### src/rtl/core/a2g7_pkg.sv
// Shared types, constants and character map for the GSM 7-bit encoder/packer.
package a2g7_pkg;

    localparam int unsigned CNT_W      = 8;
    localparam int unsigned SEPT_W     = 7;
    localparam int unsigned FILL_W     = 3;
    localparam int unsigned APB_ADDR_W = 3;
    localparam int unsigned APB_DATA_W = 32;
    localparam int unsigned Q_DEPTH    = 2;
    localparam int unsigned Q_PTR_W    = 1;
    localparam int unsigned Q_CNT_W    = 2;

    localparam logic [SEPT_W-1:0] ESC_SEPTET   = 7'h1B;
    localparam logic [CNT_W-1:0]  CNT_SAT      = 8'hFF;
    localparam int unsigned       EXT_BIT      = 7;
    localparam logic              REG_PACK_IDX = 1'b0;

    localparam logic [1:0] NSEP_NONE = 2'd0;
    localparam logic [1:0] NSEP_ONE  = 2'd1;
    localparam logic [1:0] NSEP_TWO  = 2'd2;

    typedef struct packed {
        logic [1:0]        nsep;
        logic [SEPT_W-1:0] code;
        logic              pack;
        logic              fin;
        logic [CNT_W-1:0]  cons;
        logic [CNT_W-1:0]  sept;
    } a2g7_desc_t;

    localparam logic [7:0] GSM_MAP [256] = '{
        8'h20, 8'h20, 8'h20, 8'h20, 8'h20, 8'h20, 8'h20, 8'h20,
        8'h20, 8'h20, 8'h0A, 8'h20, 8'h20, 8'h0D, 8'h20, 8'h20,
        8'h20, 8'h20, 8'h20, 8'h20, 8'h20, 8'h20, 8'h20, 8'h20,
        8'h20, 8'h20, 8'h20, 8'h20, 8'h20, 8'h20, 8'h20, 8'h20,
        8'h20, 8'h21, 8'h22, 8'h23, 8'h02, 8'h25, 8'h26, 8'h27,
        8'h28, 8'h29, 8'h2A, 8'h2B, 8'h2C, 8'h2D, 8'h2E, 8'h2F,
        8'h30, 8'h31, 8'h32, 8'h33, 8'h34, 8'h35, 8'h36, 8'h37,
        8'h38, 8'h39, 8'h3A, 8'h3B, 8'h3C, 8'h3D, 8'h3E, 8'h3F,
        8'h00, 8'h41, 8'h42, 8'h43, 8'h44, 8'h45, 8'h46, 8'h47,
        8'h48, 8'h49, 8'h4A, 8'h4B, 8'h4C, 8'h4D, 8'h4E, 8'h4F,
        8'h50, 8'h51, 8'h52, 8'h53, 8'h54, 8'h55, 8'h56, 8'h57,
        8'h58, 8'h59, 8'h5A, 8'hBC, 8'hAF, 8'hBE, 8'h94, 8'h11,
        8'h27, 8'h61, 8'h62, 8'h63, 8'h64, 8'h65, 8'h66, 8'h67,
        8'h68, 8'h69, 8'h6A, 8'h6B, 8'h6C, 8'h6D, 8'h6E, 8'h6F,
        8'h70, 8'h71, 8'h72, 8'h73, 8'h74, 8'h75, 8'h76, 8'h77,
        8'h78, 8'h79, 8'h7A, 8'hA8, 8'hC0, 8'hA9, 8'hBD, 8'h20,
        8'h20, 8'h20, 8'h20, 8'h20, 8'h20, 8'h20, 8'h20, 8'h20,
        8'h20, 8'h20, 8'h20, 8'h20, 8'h20, 8'h20, 8'h20, 8'h20,
        8'h20, 8'h20, 8'h20, 8'h20, 8'h20, 8'h20, 8'h20, 8'h20,
        8'h20, 8'h20, 8'h20, 8'h20, 8'h20, 8'h20, 8'h20, 8'h20,
        8'h20, 8'h40, 8'h63, 8'h01, 8'hE5, 8'h03, 8'h53, 8'h5F,
        8'h73, 8'h63, 8'h20, 8'h20, 8'h20, 8'h2D, 8'h20, 8'h20,
        8'h20, 8'h20, 8'h20, 8'h20, 8'h5A, 8'h75, 8'h0A, 8'h20,
        8'h7A, 8'h20, 8'h20, 8'h20, 8'h20, 8'h20, 8'h59, 8'h60,
        8'h41, 8'h41, 8'h41, 8'h41, 8'h5B, 8'h0E, 8'h1C, 8'h09,
        8'h45, 8'h1F, 8'h45, 8'h45, 8'h49, 8'h49, 8'h49, 8'h49,
        8'h44, 8'h5D, 8'h4F, 8'h4F, 8'h4F, 8'h4F, 8'h5C, 8'h2A,
        8'h0B, 8'h55, 8'h55, 8'h55, 8'h5E, 8'h59, 8'h20, 8'h1E,
        8'h7F, 8'h61, 8'h61, 8'h61, 8'h7B, 8'h0F, 8'h1D, 8'h63,
        8'h04, 8'h05, 8'h65, 8'h65, 8'h07, 8'h69, 8'h69, 8'h69,
        8'h20, 8'h7D, 8'h08, 8'h6F, 8'h6F, 8'h6F, 8'h7C, 8'h2F,
        8'h0C, 8'h06, 8'h75, 8'h75, 8'h7E, 8'h79, 8'h20, 8'h79
    };

endpackage

### src/rtl/core/ascii_to_gsm7_encoder_packer_core.sv
// Top level of the ISO-8859-15 to GSM 7-bit encoder and SMS septet packer.
// Each character maps to one septet, or to the escape septet plus one for
// extension characters; septets leave raw or packed LSB-first into octets.
// A character is taken each cycle while the two-entry descriptor queue has
// room; the packer handles one septet per cycle while the result register,
// which holds one transaction, is empty or being popped. A final character
// that leaves bits pending or brings no septet adds a padded octet or a
// status transaction. The result register is reloaded in the cycle it is
// popped. MAX_SEPTETS (2..255) bounds the septets of one message.
module ascii_to_gsm7_encoder_packer_core #(
    parameter int unsigned MAX_SEPTETS = 160
) (
    input  logic                              clk,
    input  logic                              rst_n,
    input  logic                              psel,
    input  logic                              penable,
    input  logic                              pwrite,
    input  logic [a2g7_pkg::APB_ADDR_W-1:0]   paddr,
    input  logic [a2g7_pkg::APB_DATA_W-1:0]   pwdata,
    output logic [a2g7_pkg::APB_DATA_W-1:0]   prdata,
    output logic                              pready,
    input  logic                              push,
    output logic                              full,
    input  logic [7:0]                        ascii_char,
    input  logic                              is_final,
    output logic                              empty,
    input  logic                              pop,
    output logic [7:0]                        out_byte,
    output logic                              byte_valid,
    output logic                              is_last,
    output logic [7:0]                        chars_consumed,
    output logic [7:0]                        septets_total,
    output logic [7:0]                        bytes_total
);
    import a2g7_pkg::*;

    logic       pack_reg, pack_next;
    logic       reg_sel;
    logic       accept;
    logic       q_wr;
    logic       q_full;
    logic       q_valid;
    logic       q_rd;
    a2g7_desc_t q_wdata;
    a2g7_desc_t q_rdata;

    always_comb
    begin
        pready    = 1'b1;
        reg_sel   = (paddr[APB_ADDR_W-1] == REG_PACK_IDX);
        prdata    = reg_sel ? {{(APB_DATA_W-1){1'b0}}, pack_reg} : '0;
        pack_next = pack_reg;
        if (psel && penable && pwrite && pready && reg_sel)
        begin
            pack_next = pwdata[0];
        end
        full   = q_full;
        accept = push && !q_full;
    end

    always_ff @(posedge clk or negedge rst_n)
    begin
        if (!rst_n)
        begin
            pack_reg <= 1'b1;
        end
        else
        begin
            pack_reg <= pack_next;
        end
    end

    a2g7_front #(
        .MAX_SEPTETS (MAX_SEPTETS)
    ) u_front (
        .clk         (clk),
        .rst_n       (rst_n),
        .accept      (accept),
        .ascii_char  (ascii_char),
        .is_final    (is_final),
        .pack_enable (pack_reg),
        .q_wr        (q_wr),
        .q_wdata     (q_wdata)
    );

    a2g7_queue u_queue (
        .clk   (clk),
        .rst_n (rst_n),
        .wr    (q_wr),
        .wdata (q_wdata),
        .rd    (q_rd),
        .rdata (q_rdata),
        .full  (q_full),
        .valid (q_valid)
    );

    a2g7_back u_back (
        .clk            (clk),
        .rst_n          (rst_n),
        .desc_valid     (q_valid),
        .desc           (q_rdata),
        .desc_pop       (q_rd),
        .pop            (pop),
        .empty          (empty),
        .out_byte       (out_byte),
        .byte_valid     (byte_valid),
        .is_last        (is_last),
        .chars_consumed (chars_consumed),
        .septets_total  (septets_total),
        .bytes_total    (bytes_total)
    );

endmodule

### src/rtl/core/a2g7_front.sv
// Front end: character lookup, septet limit check and per-message character counts.
module a2g7_front #(
    parameter int unsigned MAX_SEPTETS = 160
) (
    input  logic                  clk,
    input  logic                  rst_n,
    input  logic                  accept,
    input  logic [7:0]            ascii_char,
    input  logic                  is_final,
    input  logic                  pack_enable,
    output logic                  q_wr,
    output a2g7_pkg::a2g7_desc_t  q_wdata
);
    import a2g7_pkg::*;

    localparam logic [CNT_W:0] MAX_S = (CNT_W+1)'(MAX_SEPTETS);

    logic [CNT_W-1:0] sept_reg, sept_next;
    logic [CNT_W-1:0] cons_reg, cons_next;
    logic             stopped_reg, stopped_next;

    logic [7:0]       code;
    logic             is_ext;
    logic             fits;
    logic [1:0]       nsep;
    logic [CNT_W-1:0] sept_new;
    logic [CNT_W-1:0] cons_new;
    logic             stopped_new;

    always_comb
    begin
        code   = GSM_MAP[ascii_char];
        is_ext = code[EXT_BIT];
        if (is_ext)
        begin
            fits = ({1'b0, sept_reg} + (CNT_W+1)'(1)) < MAX_S;
        end
        else
        begin
            fits = {1'b0, sept_reg} < MAX_S;
        end

        nsep        = NSEP_NONE;
        stopped_new = stopped_reg;
        if (!stopped_reg)
        begin
            if (fits)
            begin
                nsep = is_ext ? NSEP_TWO : NSEP_ONE;
            end
            else
            begin
                stopped_new = 1'b1;
            end
        end

        sept_new = sept_reg + CNT_W'(nsep);
        cons_new = cons_reg;
        if (nsep != NSEP_NONE && cons_reg != CNT_SAT)
        begin
            cons_new = cons_reg + CNT_W'(1);
        end

        q_wdata.nsep = nsep;
        q_wdata.code = code[SEPT_W-1:0];
        q_wdata.pack = pack_enable;
        q_wdata.fin  = is_final;
        q_wdata.cons = cons_new;
        q_wdata.sept = sept_new;
        q_wr         = accept && (nsep != NSEP_NONE || is_final);

        sept_next    = sept_reg;
        cons_next    = cons_reg;
        stopped_next = stopped_reg;
        if (accept)
        begin
            if (is_final)
            begin
                sept_next    = '0;
                cons_next    = '0;
                stopped_next = 1'b0;
            end
            else
            begin
                sept_next    = sept_new;
                cons_next    = cons_new;
                stopped_next = stopped_new;
            end
        end
    end

    always_ff @(posedge clk or negedge rst_n)
    begin
        if (!rst_n)
        begin
            sept_reg    <= '0;
            cons_reg    <= '0;
            stopped_reg <= 1'b0;
        end
        else
        begin
            sept_reg    <= sept_next;
            cons_reg    <= cons_next;
            stopped_reg <= stopped_next;
        end
    end

endmodule

### src/rtl/core/a2g7_queue.sv
// Two-entry descriptor queue between the front end and the packer.
module a2g7_queue (
    input  logic                  clk,
    input  logic                  rst_n,
    input  logic                  wr,
    input  a2g7_pkg::a2g7_desc_t  wdata,
    input  logic                  rd,
    output a2g7_pkg::a2g7_desc_t  rdata,
    output logic                  full,
    output logic                  valid
);
    import a2g7_pkg::*;

    a2g7_desc_t         mem_reg [Q_DEPTH];
    logic [Q_PTR_W-1:0] wptr_reg, wptr_next;
    logic [Q_PTR_W-1:0] rptr_reg, rptr_next;
    logic [Q_CNT_W-1:0] cnt_reg, cnt_next;
    logic               do_wr;
    logic               do_rd;

    always_comb
    begin
        full  = (cnt_reg == Q_CNT_W'(Q_DEPTH));
        valid = (cnt_reg != '0);
        rdata = mem_reg[rptr_reg];
        do_wr = wr && !full;
        do_rd = rd && valid;

        wptr_next = do_wr ? wptr_reg + Q_PTR_W'(1) : wptr_reg;
        rptr_next = do_rd ? rptr_reg + Q_PTR_W'(1) : rptr_reg;
        cnt_next  = cnt_reg;
        if (do_wr && !do_rd)
        begin
            cnt_next = cnt_reg + Q_CNT_W'(1);
        end
        else if (do_rd && !do_wr)
        begin
            cnt_next = cnt_reg - Q_CNT_W'(1);
        end
    end

    always_ff @(posedge clk)
    begin
        if (do_wr)
        begin
            mem_reg[wptr_reg] <= wdata;
        end
    end

    always_ff @(posedge clk or negedge rst_n)
    begin
        if (!rst_n)
        begin
            wptr_reg <= '0;
            rptr_reg <= '0;
            cnt_reg  <= '0;
        end
        else
        begin
            wptr_reg <= wptr_next;
            rptr_reg <= rptr_next;
            cnt_reg  <= cnt_next;
        end
    end

endmodule

### src/rtl/core/a2g7_back.sv
// Back end: septet packing, final flush, totals and the result register.
module a2g7_back (
    input  logic                  clk,
    input  logic                  rst_n,
    input  logic                  desc_valid,
    input  a2g7_pkg::a2g7_desc_t  desc,
    output logic                  desc_pop,
    input  logic                  pop,
    output logic                  empty,
    output logic [7:0]            out_byte,
    output logic                  byte_valid,
    output logic                  is_last,
    output logic [7:0]            chars_consumed,
    output logic [7:0]            septets_total,
    output logic [7:0]            bytes_total
);
    import a2g7_pkg::*;

    logic [FILL_W-1:0] fill_reg, fill_next;
    logic [SEPT_W-1:0] buf_reg, buf_next;
    logic [CNT_W-1:0]  oct_reg, oct_next;
    logic [1:0]        idx_reg, idx_next;

    logic              ovalid_reg, ovalid_next;
    logic [7:0]        obyte_reg, obyte_next;
    logic              obv_reg, obv_next;
    logic              olast_reg, olast_next;
    logic [CNT_W-1:0]  ocons_reg, ocons_next;
    logic [CNT_W-1:0]  osept_reg, osept_next;
    logic [CNT_W-1:0]  obytes_reg, obytes_next;

    logic              step;
    logic [1:0]        rem;
    logic [SEPT_W-1:0] septet;
    logic [13:0]       acc;
    logic              emit;
    logic              produce;
    logic [7:0]        byte_val;
    logic [FILL_W-1:0] f1;
    logic [FILL_W-1:0] f2;
    logic [SEPT_W-1:0] b1;
    logic              byte2;
    logic              later;
    logic              last;
    logic              done;
    logic [CNT_W-1:0]  oct_inc;

    always_comb
    begin
        step   = desc_valid && (!ovalid_reg || pop);
        rem    = desc.nsep - idx_reg;
        septet = (desc.nsep == NSEP_TWO && idx_reg == 2'd0) ? ESC_SEPTET : desc.code;
        acc    = {7'b0, buf_reg} | ({7'b0, septet} << fill_reg);

        emit     = 1'b0;
        produce  = 1'b0;
        byte_val = '0;
        f1       = fill_reg;
        b1       = buf_reg;
        byte2    = 1'b0;
        f2       = fill_reg;
        last     = 1'b0;
        done     = 1'b1;

        if (rem != NSEP_NONE)
        begin
            if (desc.pack)
            begin
                emit     = (fill_reg != '0);
                byte_val = acc[7:0];
                if (fill_reg != '0)
                begin
                    f1 = fill_reg - FILL_W'(1);
                    b1 = {1'b0, acc[13:8]};
                end
                else
                begin
                    f1 = FILL_W'(7);
                    b1 = septet;
                end
            end
            else
            begin
                emit     = 1'b1;
                byte_val = {1'b0, septet};
            end
            f2 = f1;
            if (rem == NSEP_TWO)
            begin
                byte2 = !desc.pack || (f1 != '0);
                if (desc.pack)
                begin
                    f2 = (f1 == '0) ? FILL_W'(7) : f1 - FILL_W'(1);
                end
            end
            later   = byte2 || (desc.fin && f2 != '0);
            last    = desc.fin && emit && !later;
            produce = emit;
            done    = (rem == NSEP_ONE) && !(desc.fin && f1 != '0);
        end
        else
        begin
            later    = 1'b0;
            emit     = (fill_reg != '0);
            byte_val = {1'b0, buf_reg};
            if (!emit)
            begin
                byte_val = '0;
            end
            last    = 1'b1;
            produce = 1'b1;
            f1      = '0;
            b1      = '0;
        end

        oct_inc  = oct_reg + CNT_W'(emit);
        desc_pop = step && done;

        fill_next = fill_reg;
        buf_next  = buf_reg;
        oct_next  = oct_reg;
        idx_next  = idx_reg;
        if (step)
        begin
            if (done)
            begin
                idx_next = '0;
                if (desc.fin)
                begin
                    fill_next = '0;
                    buf_next  = '0;
                    oct_next  = '0;
                end
                else
                begin
                    fill_next = f1;
                    buf_next  = b1;
                    oct_next  = oct_inc;
                end
            end
            else
            begin
                idx_next  = idx_reg + 2'd1;
                fill_next = f1;
                buf_next  = b1;
                oct_next  = oct_inc;
            end
        end

        ovalid_next = ovalid_reg;
        obyte_next  = obyte_reg;
        obv_next    = obv_reg;
        olast_next  = olast_reg;
        ocons_next  = ocons_reg;
        osept_next  = osept_reg;
        obytes_next = obytes_reg;
        if (ovalid_reg && pop)
        begin
            ovalid_next = 1'b0;
        end
        if (step && produce)
        begin
            ovalid_next = 1'b1;
            obyte_next  = byte_val;
            obv_next    = emit;
            olast_next  = last;
            ocons_next  = last ? desc.cons : '0;
            osept_next  = last ? desc.sept : '0;
            obytes_next = last ? oct_inc : '0;
        end

        empty          = !ovalid_reg;
        out_byte       = obyte_reg;
        byte_valid     = obv_reg;
        is_last        = olast_reg;
        chars_consumed = ocons_reg;
        septets_total  = osept_reg;
        bytes_total    = obytes_reg;
    end

    always_ff @(posedge clk)
    begin
        obyte_reg  <= obyte_next;
        obv_reg    <= obv_next;
        olast_reg  <= olast_next;
        ocons_reg  <= ocons_next;
        osept_reg  <= osept_next;
        obytes_reg <= obytes_next;
    end

    always_ff @(posedge clk or negedge rst_n)
    begin
        if (!rst_n)
        begin
            fill_reg   <= '0;
            buf_reg    <= '0;
            oct_reg    <= '0;
            idx_reg    <= '0;
            ovalid_reg <= 1'b0;
        end
        else
        begin
            fill_reg   <= fill_next;
            buf_reg    <= buf_next;
            oct_reg    <= oct_next;
            idx_reg    <= idx_next;
            ovalid_reg <= ovalid_next;
        end
    end

endmodule
### config.mk
export PLATFORM = sky130hd
export DESIGN_NAME = ascii_to_gsm7_encoder_packer_core
export DESIGN_NICKNAME = d
export VERILOG_FILES = /design/src/rtl/core/a2g7_pkg.sv /design/src/rtl/core/ascii_to_gsm7_encoder_packer_core.sv /design/src/rtl/core/a2g7_front.sv /design/src/rtl/core/a2g7_queue.sv /design/src/rtl/core/a2g7_back.sv
export SDC_FILE = /design/constraint.sdc
export NUM_CORES = 1
export LEC_CHECK = 0
export BUFFER_PORTS_ARGS = -buffer_cell sky130_fd_sc_hd__buf_2
export CAP_MARGIN = 10
export CORE_MARGIN = 2
export CORE_UTILIZATION = 41
export DETAILED_ROUTE_END_ITERATION = 10
export GPL_ROUTABILITY_DRIVEN = 0
export GPL_TIMING_DRIVEN = 0
export PLACE_DENSITY = 0.63
export SETUP_SLACK_MARGIN = 0.1
export SYNTH_ARGS = -nofsm -noshare
export SYNTH_HDL_FRONTEND = slang
export SYNTH_HIERARCHICAL = 1
export SYNTH_SLANG_ARGS = --single-unit
### constraint.sdc
create_clock -name clk -period 3.9 [get_ports clk]
set_clock_uncertainty 0.15 [all_clocks]
set_input_delay 0.195 -clock clk [delete_from_list [all_inputs] [get_ports clk]]
set_output_delay 0.195 -clock clk [all_outputs]
set_load 0.01 [all_outputs]
# Word-level counts from Yosys, hierarchy flattened
# Memory sizes are Yosys's and may differ from the RTL's.
# Index checks and enable logic that the tools add are counted.
# classes
order_cmp	3
reduce_logical	41
n_mux	49
shift	1
bitwise_logic	3
n_eq_ne	5
addsub	12
# op_table
cell	n
$mux 8	9
$mux 7	7
$mux 3	10
$logic_and 1x1->1	20
$mux 1	17
$or 7x14->14	1
$shl 7x3->14	1
$mux 2	6
$reduce_bool 2->1	5
$add 8x1->9 const B	1
$ge 9x9->1 const B	1
$lt 9x8->1 const B	1
$not 8->9	1
$reduce_bool 3->1	3
$add 8x1->8	1
$add 8x1->8 const B	1
$add 8x2->8	1
$lt 8x8->1 const B	1
$ne 8x8->1 const B	1
$logic_not 1->1	7
$eq 2x2->1 const B	3
$sub 3x1->3 const B	2
$add 2x1->2 const B	2
$logic_or 1x1->1	4
7 further kinds	8
# word_totals
regBits	77
out_inout_bits	69
romBits	2048
input_bits	51
mem_bits_rw	54
word_cells	134
memories	2
# memory_table
memory	depth	width	read_ports	rd_clocked_by_memory_dff	wr	line	rtl
(name not given)	256	8	1	0	0	a2g7_front.sv:32	code = GSM_MAP[ascii_char];
u_queue.mem_reg	2	27	1	0	1	a2g7_queue.sv:14	a2g7_desc_t mem_reg [Q_DEPTH];

# Longest topological paths before layout
# Gate-level depths: netlist of the first run.
# depth
depth_word	15
depth_mapped	15
mapped_depth_nobuf	13

# Modules after synthesis
# The synthesis of the first run kept the hierarchy.
# by_module_without_submodules
mod	instances	seq_area_each_um2	cells_each	area_per_inst_um2
a2g7_back	1	1546.5	291	2990.4
a2g7_front	1	425.4	373	2667.6
a2g7_queue	1	1721.7	103	2248.4
ascii_to_gsm7_encoder_packer_core	1	26.3	39	309.0

# Worst setup path after synthesis of the first run
# OpenSTA, ideal clock, no wires.
# synth_path
path_kind	reg-to-reg
start	reg u_queue.rptr_reg
end	reg u_back.obv_reg (netlist: u_back/byte_valid) (enable)
setup_time_ns	0.446
required_ns	3.304
arrival_time_ns	3.388
period_less_slack_ns	3.984
setup_slack_ns	-0.084
path_buffers	3
path_stages_with_launch	10
cell_sequence	dfrtp_1 > buf_6 > buf_12 > mux2_4 > inv_1 > ha_1 > xnor3_1 > nand2_1 > buf_2 > a31oi_1
# synth_lines
element	line	rtl
from (decl)	a2g7_queue.sv:16	logic [Q_PTR_W-1:0] rptr_reg, rptr_next;
from (signal assigned)	a2g7_queue.sv:61	rptr_reg <= rptr_next;
to (signal assigned)	a2g7_back.sv:184	obv_reg <= obv_next;
to (decl)	a2g7_back.sv:26	logic obv_reg, obv_next;

# Worst setup path after layout of the first run
# layout_path
start	reg u_queue.cnt_reg[0]
end	mem u_queue/mem_reg[0][0] (netlist bit) (enable)
# layout_between
elab_chain_len	7
# layout_lines
element	line	rtl
from (decl)	a2g7_queue.sv:17	logic [Q_CNT_W-1:0] cnt_reg, cnt_next;
from (signal assigned)	a2g7_queue.sv:62	cnt_reg <= cnt_next;
$eq 2x2->1	a2g7_queue.sv:23	full = (cnt_reg == Q_CNT_W'(Q_DEPTH));
$logic_not 1->1	ascii_to_gsm7_encoder_packer_core.sv:58	accept = push && !q_full;
$logic_and 1x1->1	ascii_to_gsm7_encoder_packer_core.sv:58	
net accept	ascii_to_gsm7_encoder_packer_core.sv:39	logic accept;
$logic_and 1x1->1	a2g7_front.sv:70	q_wr = accept && (nsep != NSEP_NONE || is_final);
net q_wr	ascii_to_gsm7_encoder_packer_core.sv:40	logic q_wr;
$logic_and 1x1->1	a2g7_queue.sv:26	do_wr = wr && !full;
$mux 1	a2g7_queue.sv:44	if (do_wr)
$mux 1 (implied by the code)	a2g7_queue.sv:46	mem_reg[wptr_reg] <= wdata;
to (decl)	a2g7_queue.sv:14	
# The timed path passes the listed nets, and every way through them passes these cells.

==> impl_results.md, run 1 <==
* F_max at 0.286 GHz
* Number of buffers added on ports at 50
* Clock network power share at 0.231
* Reg-to-Reg End: u_queue/mem_reg[0][0]
* Post-Synthesis Cells at 806
* M2 GR Usage at 0.286
* First-pass GRT wire length at 32300 um
* Crit Path Category: reg -> reg
* Slew Limit Fails at 0
* Final #Nets at 982
* Core Region at 0.0196 sq mm
* Die Span X at 146 um
* Post-Route WL at 20000 um
* Residual DRC count at 0
* Routed vias/inst at 5.58
* Final core utilization at 0.492
* Finished Layout Cells at 1190
* Worst rel slew slack at 0.280
* Antenna violations before repair at 0
* Avg WL per Cell at 16.8 um
* Hold Path Class: in -> reg
* Reg2reg start: u_queue/cnt_reg[0]
* N_diodes at 0
* Post-CTS setup buffer count at 0
* Post-synth EDFFs at 88
* Largest net degree at the start of global routing at 44
* Largest register FFs at 54
* Routed Antenna Nets at 0
* Post-synthesis sequential area ratio at 0.453
* Share of layout cells above drive strength 1 at 0.201
* Chip Height at 146 um
* Leakage at 0.00401 uW
* Via count at 6636
* Sequential power share at 0.336
* Clock tree sinks at 131
* Critical path launch point: u_queue/cnt_reg[0]
* Routing usage on met1 at 0.257
* Area Growth Syn to Fin at 17.4%
* RSZ-0062 raised after global routing: no
* Total GRT Usage at 0.190
* NetSw at 2580 uW
* Int Power at 4550 uW
* CTS root buf: clkbuf_16
* Synth Area per Inst at 10.2 sq um
* Final worst setup slack at 0.399 ns
* Cell total after placement at 1153
* Hold Path Sink: u_front/cons_reg[5]
* Arrival @ worst endpoint at 3.39 ns
* Status: finished, final reports clean
* Post-synth ARST share at 0.328
* Ys flop type: edfxtp_1
* Final hold vios at 0
* Clock Latency Late Sink at 0.42 ns
* Clock tree buffer depth at 2
* Sw Share at 0.362
* Final setup viols at 0
* Worst Tran Pin Value at 1.08 ns
* Pre-CTS setup slack at 0.0732 ns
* Met3 Resource Use GR at 0.0473
* WHS at 0.142 ns
* CP required at 3.79 ns
* Die footprint at 0.0212 sq mm
* Drt first-iter violations at 860
* Worst hold path depth at 2
* Crit. End Element: register
* Most frequent cells in the layout: edfxtp_1, nand2_1, buf_2
* Min Clock Period, post-route at 3.50 ns
* Worst R2R Path Depth at 9
* Flops & latches, synth at 131
* Top cell type's share of synthesized area at 0.322
* Power Density at 739 mW/mm^2
* 1st-pass router iterations at 5
* Gate power share at 0.433
* Peak fanout along the critical path at 27
* Synth warnings at 6
* Max-cap check violation count at 0
* Row cnt at 51
* Worst setup SP type: register
* Mapped Area at 0.00822 sq mm
* R2r setup slk at 0.40 ns
* Hold_sp: is_final
* Via count of the first global-routing pass at 6221
* H-tree levels at 4
* CTS tree: yes
* Layer with the highest usage: met2
* Distinct cells, synth at 85
* Biggest area consumer among synthesized cells: edfxtp_1
* DP Wirelength at 14100 um
* CTS buffer count at 17
* Gr ovfl total at 0
* Initial core utilization at 0.419
* Ranking of synthesized cells by area: edfxtp_1, dfrtp_1, o21ai_0
* Top Ports at 120
* Final period utilization at 0.898
* Clk pin slew, worst setup/hold paths at 0.06 ns
* Worst vdd ir at 0.404 mV
* Most common cell after layout, fill and taps aside: edfxtp_1
per-stage QoR:
step | area (sq um) | power (uW) | setup TNS [ns]
2_1_floorplan | 8330 | 4580 | 0
3_3_place_gp | 8920 | 5390 | -35.29
3_5_place_dp | 8990 | 5480 | 0
4_1_cts | 9650 | 7150 | 0
5_1_grt | 9650 | 7600 | 0
6_report | 9650 | 7130 | 0
cell usage after synthesis, drive strengths merged (13+ instances only):
| library cell | n |
|---|---|
| a21oi | 40 |
| and2 | 31 |
| buf | 56 |
| clkbuf | 32 |
| dfrtp | 42 |
| edfxtp | 88 |
| ha | 18 |
| inv | 33 |
| mux2 | 31 |
| nand2 | 65 |
| nand2b | 17 |
| nand3 | 19 |
| nor2 | 37 |
| nor2b | 14 |
| nor3 | 13 |
| o21ai | 61 |
| xor2 | 13 |
worst max-delay path by stage:
stage                             endpoint  slack (ns)  cells after the start
global route         u_back/bytes_total[7]        0.11                     14
detailed placement     u_front/sept_reg[5]        0.07                     13
CTS                  u_back/bytes_total[7]        0.39                     14
global placement    u_queue/mem_reg[0][22]       -1.04                     11
finish               u_queue/mem_reg[0][0]        0.40                      9
floorplan            u_queue/mem_reg[0][0]        0.40                     10
timing repair:
| item | CTS | global route |
|---|---|---|
| hold buffers | 5 | 0 |
| hold endpoints to repair | 46 | 0 |
| gates resized for setup | 0 | 0 |
area by class of cell:
| class | instances | area [sq um] |
|---|---|---|
| buffer | 88 | 551 |
| clock buffer | 21 | 450 |
| clock inverter | 11 | 160 |
| fill | 1824 | 9940 |
| inverter | 33 | 124 |
| multi-input combinational | 584 | 3960 |
| sequential | 131 | 3720 |
| tap | 265 | 332 |
| timing repair buffer | 57 | 355 |
power by group through the flow:
stage | Sequential, uW | Clock, uW | Combinational, uW
after global placement | 2430 | 0 | 2960
after floorplan | 2480 | 0 | 2100
after detailed placement | 2420 | 0 | 3060
after global routing | 2450 | 1750 | 3400
after CTS | 2400 | 1680 | 3070
final | 2400 | 1650 | 3080
kinds of logic (layout without fill, tap and decap cells):
| kind of cell | Yosys count | in the layout | synth area share |
|---|---|---|---|
| simple gates | 248 | 248 | 0.161 |
| compound gates | 217 | 217 | 0.179 |
| flops | 131 | 131 | 0.453 |
| buf+inv | 121 | 210 | 0.0821 |
| mux | 43 | 43 | 0.0658 |
| xor+xnor | 25 | 25 | 0.0283 |
| fa+ha+maj | 19 | 19 | 0.0299 |
| other cells | 2 | 32 | 0.000914 |
routing by layer:
metal	vias to the layer above	wire length, um
met5	-	0
met4	0	621
met2	346	8820
li1	3148	-
met1	3084	8870
met3	58	1660
worst max-delay path, stage by stage (launching register included):
cell	delay, ns
dfrtp_1	0.40
nand2b_1	0.21
inv_1	0.10
nor2b_1	0.23
clkbuf_1	0.41
inv_1	0.13
clkbuf_1	0.27
a21oi_1	0.32
nand2_1	0.19
nor2_4	0.69
Power figures use the tool's default switching activity.
==> run 2: changes to the inputs <==
CORE_UTILIZATION = 40   (was 41)
PLACE_DENSITY = 0.62   (was 0.63)
==> run 2 against run 1 <==
  * Clock-buffer cell count is 4 lower
  * Fmax shrank 0.64%
  * Global-route usage decreased by 0.29 points
  * Worst hold slack improved by 0.041 ns
  * Clock power is 4% higher
  * Critical path depth up 5
  * Combinational power is essentially flat
  * Sequential share of layout area shrank 0.14 points
  * Largest cell class unchanged
  * Largest power group unchanged
==> impl_results.md, run 2 (synthesized netlist as in run 1, its figures left out) <==
* Status: finished, final reports clean
* Final hold vios at 0
* Gate power share at 0.431
* Bufs and invs on worst path at 3
* Clock Latency Late Sink at 0.42 ns
* Worst setup SP type: register
* Routed vias/inst at 5.51
* Final #Nets at 982
* Sw Share at 0.363
* Top Ports at 120
* Post-DP Area at 0.00899 sq mm
* Peak fanout along the critical path at 10
* First-pass GRT wire length at 32000 um
* Crit path cell chain: buf_6 -> buf_12 -> mux2_4 -> inv_1 -> ha_1 -> xnor3_1 -> and2_4 -> o21ai_0 -> ha_1 -> ha_1 -> and3_1 -> and3_1 -> xor2_1 -> and2_1
* Number of buffers added on ports at 50
* Arrival @ worst endpoint at 3.55 ns
* Hold Path Class: in -> reg
* Via count of the first global-routing pass at 6230
* Leakage at 0.00401 uW
* Area Growth Syn to Fin at 17.9%
* CP required at 3.92 ns
* Cell mode on critical path: ha_1
* Final setup viols at 0
* Clock network power share at 0.238
* 1st-pass router iterations at 6
* Gr ovfl total at 0
* F_max at 0.284 GHz
* Total GRT Usage at 0.187
* Most common cell after layout, fill and taps aside: edfxtp_1
* Core Region at 0.0202 sq mm
* H-tree levels at 4
* Antenna violations before repair at 0
* Crit Path Category: reg -> reg
* Die Span X at 147 um
* Worst Tran Pin Value at 1.06 ns
* Max-cap check violation count at 0
* Largest register FFs at 54
* RSZ-0062 raised after global routing: no
* Worst vdd ir at 0.366 mV
* Initial core utilization at 0.407
* Post-CTS setup buffer count at 0
* Clk pin slew, worst setup/hold paths at 0.05 ns
* Clock tree sinks at 131
* Residual DRC count at 0
* Worst rel slew slack at 0.292
* Avg WL per Cell at 16.8 um
* CTS buffer count at 17
* Chip Height at 147 um
* N_diodes at 0
* Routed Antenna Nets at 0
* Post-Route WL at 20100 um
* Largest net degree at the start of global routing at 44
* Drt first-iter violations at 796
* CTS root buf: clkbuf_16
* Die footprint at 0.0217 sq mm
* Slowest stage delay, CP at 0.34 ns
* Most frequent cells in the layout: edfxtp_1, nand2_1, buf_2
* Power Density at 746 mW/mm^2
* Layer with the highest usage: met2
* Int Power at 4600 uW
* Min Clock Period, post-route at 3.52 ns
* CTS tree: yes
* Met3 Resource Use GR at 0.0547
* NetSw at 2630 uW
* Share of layout cells above drive strength 1 at 0.202
* Post-Layout Inst Area at 0.00968 sq mm
* Final period utilization at 0.903
* Slew Limit Fails at 0
* DP Wirelength at 13900 um
* Crit. End Element: register
* Cell total after placement at 1158
* Routing usage on met1 at 0.253
* Row cnt at 52
* Sequential power share at 0.330
* M2 GR Usage at 0.282
* FILL cells at 1912
* Clock tree buffer depth at 2
* Finished Layout Cells at 1195
* Via count at 6587
* CP top delay family: simple AND/OR/NAND/NOR gates
* Slowest-stage cell, CP: dfrtp_1
## run 2: changes by cell type in the layout (fill, tap and decap cells not counted)
| cell | previous run | this run |
|---|---|---|
| bufinv_16 | 4 | 5 |
| clkbuf_1 | 35 | 32 |
| clkbuf_8 | 1 | 0 |
| clkinv_1 | 1 | 4 |
| clkinv_2 | 4 | 1 |
| clkinvlp_4 | 1 | 2 |
| inv_6 | 0 | 2 |
| nor2_1 | 36 | 35 |
| nor2_2 | 0 | 1 |
## run 2: path summary, 6_finish.rpt
path                              startpoint               endpoint  slack, ns  cells after the start
setup / recovery            u_queue/rptr_reg  u_back/bytes_total[6]       0.38                     14
hold / removal                      is_final    u_front/cons_reg[5]       0.18                      2
setup reg to reg            u_queue/rptr_reg  u_back/bytes_total[6]       0.38                     14
hold reg to reg            u_back/oct_reg[0]      u_back/oct_reg[0]       0.34                      2
max in group asynchronous              rst_n    u_front/cons_reg[7]       2.58                      2
min in group asynchronous              rst_n      u_back/oct_reg[4]       0.37                      2
## run 2: timing repair
item                                    CTS  global route
hold endpoints to repair                 46             0
endpoints found under the setup margin    0             1
resized for setup                         0             1
hold buffers                              5             0
## run 2: worst reg2reg max path, stage by stage, from the launching register on
cell and delay, ns:
dfrtp_1 0.34, buf_6 0.18, buf_12 0.17, mux2_4 0.32, inv_1 0.06, ha_1 0.14
xnor3_1 0.29, and2_4 0.22, o21ai_0 0.22, ha_1 0.22, ha_1 0.23, and3_1 0.26
and3_1 0.24, xor2_1 0.08, and2_1 0.15
## run 2: final cells by class
type	instances	area, sq um	share of cell area
Clock buffer	17	425	0.0439
Clock inverter	15	211	0.0218
Buffer	88	551	0.0569
Tap cell	270	338	0.0349
Sequential cell	131	3720	0.384
Timing Repair Buffer	57	355	0.0367
Multi-Input combinational cell	584	3960	0.409
Inverter	33	124	0.0128
## run 2: power groups by stage
stage          Combinational (uW)  Sequential, uW  Clock (uW)
6_report                     3110            2390        1720
5_1_grt                      3420            2440        1830
4_1_cts                      3110            2390        1760
3_5_place_dp                 3080            2410           0
3_3_place_gp                 2980            2420           0
2_1_floorplan                2100            2480           0
## run 2: stage by stage
stage          worst slack [ns]  total power [uW]  utilization  hold slack (ns)  setup TNS, ns
6_report                  0.377              7220        0.480            0.183              0
3_3_place_gp              -1.15              5400        0.442            0.232         -43.35
3_5_place_dp              0.106              5490        0.446            0.235              0
5_1_grt                   0.116              7690        0.480            0.194              0
2_1_floorplan             0.400              4580            -           -0.251              0
4_1_cts                   0.355              7250        0.480            0.153              0
## run 2: layer usage
| metal | vias up | wire [um] |
|---|---|---|
| li1 | 3132 | - |
| met1 | 3056 | 8980 |
| met2 | 335 | 8880 |
| met3 | 64 | 1700 |
| met4 | 0 | 544 |
| met5 | - | 0 |
==> run 3: changes to the inputs <==
ABC_AREA = 1   (was unset)
==> run 3 against run 2 <==
  * Global-route usage shrank 0.61 points
  * Area after synthesis shrank 0.29%
  * Highest routed layer unchanged
  * Worst hold slack lost 0.12 ns
==> impl_results.md, run 3 <==
* Crit Path Category: in -> reg
* CP required at 3.77 ns
* Antenna violations before repair at 0
* Worst rel slew slack at 0.254
* FILL cells at 1980
* Largest register FFs at 54
* Cell with the most instances after synthesis: nand2_1
* 1st-pass router iterations at 6
* Gr ovfl total at 0
* Ys flop type: edfxtp_1
* Initial core utilization at 0.406
* Cell mode on critical path: inv_1
* Worst R2R Path Depth at 19
* First-pass GRT wire length at 31200 um
* Core Region at 0.0202 sq mm
* Die Span X at 147 um
* Worst setup SP type: input port
* Worst Tran Pin Value at 1.12 ns
* RSZ-0062 raised after global routing: no
* Clock tree buffer depth at 2
* Routed Antenna Nets at 0
* Via count at 6948
* Largest net degree at the start of global routing at 44
* Biggest area consumer among synthesized cells: edfxtp_1
* Via count of the first global-routing pass at 6364
* Leakage at 0.00450 uW
* Crit. End Element: register
* Worst vdd ir at 0.320 mV
* Post-synth ARST share at 0.328
* DP Wirelength at 14200 um
* Max-cap check violation count at 0
* Chip Height at 147 um
* Post-Layout Inst Area at 0.00960 sq mm
* Mapped Area at 0.00819 sq mm
* Clk pin slew, worst setup/hold paths at 0.05 ns
* Final period utilization at 0.879
* Final setup viols at 0
* Slowest stage delay, CP at 0.80 ns
* Peak fanout along the critical path at 27
* Residual DRC count at 0
* CTS buffer count at 17
* Final hold vios at 0
* Final core utilization at 0.476
* Arrival @ worst endpoint at 3.30 ns
* Most frequent cells in the layout: nand2_1, inv_1, edfxtp_1
* Slew Limit Fails at 0
* Slowest-stage cell, CP: inv_1
* Post-Route WL at 19300 um
* Worst hold path depth at 3
* Top cell type's share of synthesized area at 0.323
* Die footprint at 0.0216 sq mm
* Pre-CTS setup slack at 0.0817 ns
* CP top delay family: buffers and inverters
* Top Ports at 120
* Flops & latches, synth at 131
* Min Clock Period, post-route at 3.43 ns
* Hold Path Class: in -> reg
* Avg WL per Cell at 13.8 um
* Cell total after placement at 1358
* F_max at 0.292 GHz
* Post-synth EDFFs at 88
* Crit path cell chain: buf_2 -> inv_1 -> ha_1 -> nand2_1 -> nor2_1 -> nand2_1 -> nand2_1 -> nand3_2 -> o21ai_4 -> o21ai_0 -> inv_1 -> inv_1 -> nor2_4 -> nand2_2 -> inv_1
* N_diodes at 0
* Synth warnings at 6
* Status: finished, final reports clean
* Power Density at 759 mW/mm^2
* Area Growth Syn to Fin at 17.2%
* CTS tree: yes
* Final #Nets at 1183
* Crit. path cell count at 15
* Post-DP Area at 0.00895 sq mm
* Ranking of synthesized cells by area: edfxtp_1, nand2_1, dfrtp_1
* Finished Layout Cells at 1396
* Routed vias/inst at 4.98
* CTS root buf: clkbuf_16
* Most common cell after layout, fill and taps aside: nand2_1
* Share of layout cells above drive strength 1 at 0.187
* Post-synthesis sequential area ratio at 0.454
* Total GRT Usage at 0.180
* Number of buffers added on ports at 52
* Clock Latency Late Sink at 0.42 ns
* H-tree levels at 4
* Synth Area per Inst at 8.16 sq um
* Top cells by count, synth: nand2_1, inv_1, edfxtp_1, nand3_1, nor2_1
* Distinct cells, synth at 53
* Bufs and invs on worst path at 5
* Row cnt at 52
* Post-CTS setup buffer count at 0
* Clock tree sinks at 131
* Drt first-iter violations at 746
* Post-Synthesis Cells at 1004
* Final worst setup slack at 0.473 ns
## run 3: cell types whose count changed in the layout (fill, tap and decap cells not counted), moves of 12 or more
cell      previous run  this run
nand2_1             64       303
nand2b_1            17         0
o21ai_0             60        47
nand2_2              1        19
mux2_4              19         0
inv_1               33        96
mux2i_1             12         0
nor2_1              35        58
clkbuf_1            32        13
nor2_4               1        16
nand3_1             19        82
nor2b_1             13         0
and2_1              30         3
## run 3: worst paths after layout
kind / from / to / slack, ns
max: ascii_char[0] / u_queue/mem_reg[0][13] / 0.47
min: ascii_char[7] / u_queue/mem_reg[0][19] / 0.06
max reg2reg: u_queue/rptr_reg / u_back/bytes_total[6] / 0.48
min reg2reg: u_queue/cnt_reg[1] / u_queue/cnt_reg[1] / 0.33
max in group asynchronous: rst_n / u_back/fill_reg[0] / 2.56
min in group asynchronous: rst_n / u_front/sept_reg[1] / 0.36
## run 3: layer usage
layer	up-vias	wire (um)	share of wire	GRT usage
li1	3462	-	-	-
met1	3129	8390	0.43	0.240
met2	304	8990	0.47	0.289
met3	53	1490	0.077	0.0391
met4	0	429	0.022	0.0712
met5	-	0	0	0
## run 3: cell type report
class,instances,area [sq um],area share
Tap cell,270,338,0.0352
Clock buffer,19,443,0.0461
Timing Repair Buffer,60,363,0.0378
Multi-Input combinational cell,724,3690,0.384
Buffer,68,489,0.0510
Inverter,111,427,0.0444
Clock inverter,13,135,0.0141
Sequential cell,131,3720,0.387
## run 3: cells by family after synthesis
| family | count (synthesis) | synth area share |
|---|---|---|
| AND/OR/NAND/NOR | 523 | 0.289 |
| buffers and inverters | 179 | 0.112 |
| AO/OA/AOI/OAI | 132 | 0.0952 |
| flip-flops | 131 | 0.454 |
| adder cells (fa/ha/maj) | 19 | 0.0299 |
| XOR/XNOR | 18 | 0.0192 |
| other | 2 | 0.000917 |
## run 3: what timing repair did
item,CTS,global route
setup endpoints to repair,0,4
resized for setup,0,3
hold buffers,6,0
hold endpoints to repair,46,0
## run 3: metrics by stage
step / total power (uW) / hold WS [ns] / setup TNS [ns]
after floorplan: 4810 / -0.251 / 0
after global placement: 5670 / 0.265 / -45.93
after detailed placement: 5760 / 0.267 / 0
after CTS: 7310 / 0.0482 / 0
after global routing: 7820 / 0.0609 / 0
final: 7290 / 0.0629 / 0
## run 3: worst reg2reg max path: stages, from the launching register on
cell and delay (ns):
dfrtp_1 0.39, inv_2 0.18, buf_4 0.22, nand2_1 0.06, nand2_1 0.07, inv_1 0.06, ha_1 0.21, nand2_1 0.10
nand2_1 0.06, nand2_1 0.05, nand2_1 0.11, nand2_4 0.15, inv_1 0.13, o21ai_2 0.18, ha_1 0.21, ha_1 0.20
nand3_1 0.13, nor3_1 0.22, xor2_1 0.21, nor2_1 0.08
## run 3: where the power goes
part	leakage [uW]	switching [uW]	total, uW	internal, uW
clock	0.000273	571	1520	953
combinational	0.00282	2290	3450	1170
sequential	0.00141	171	2310	2140
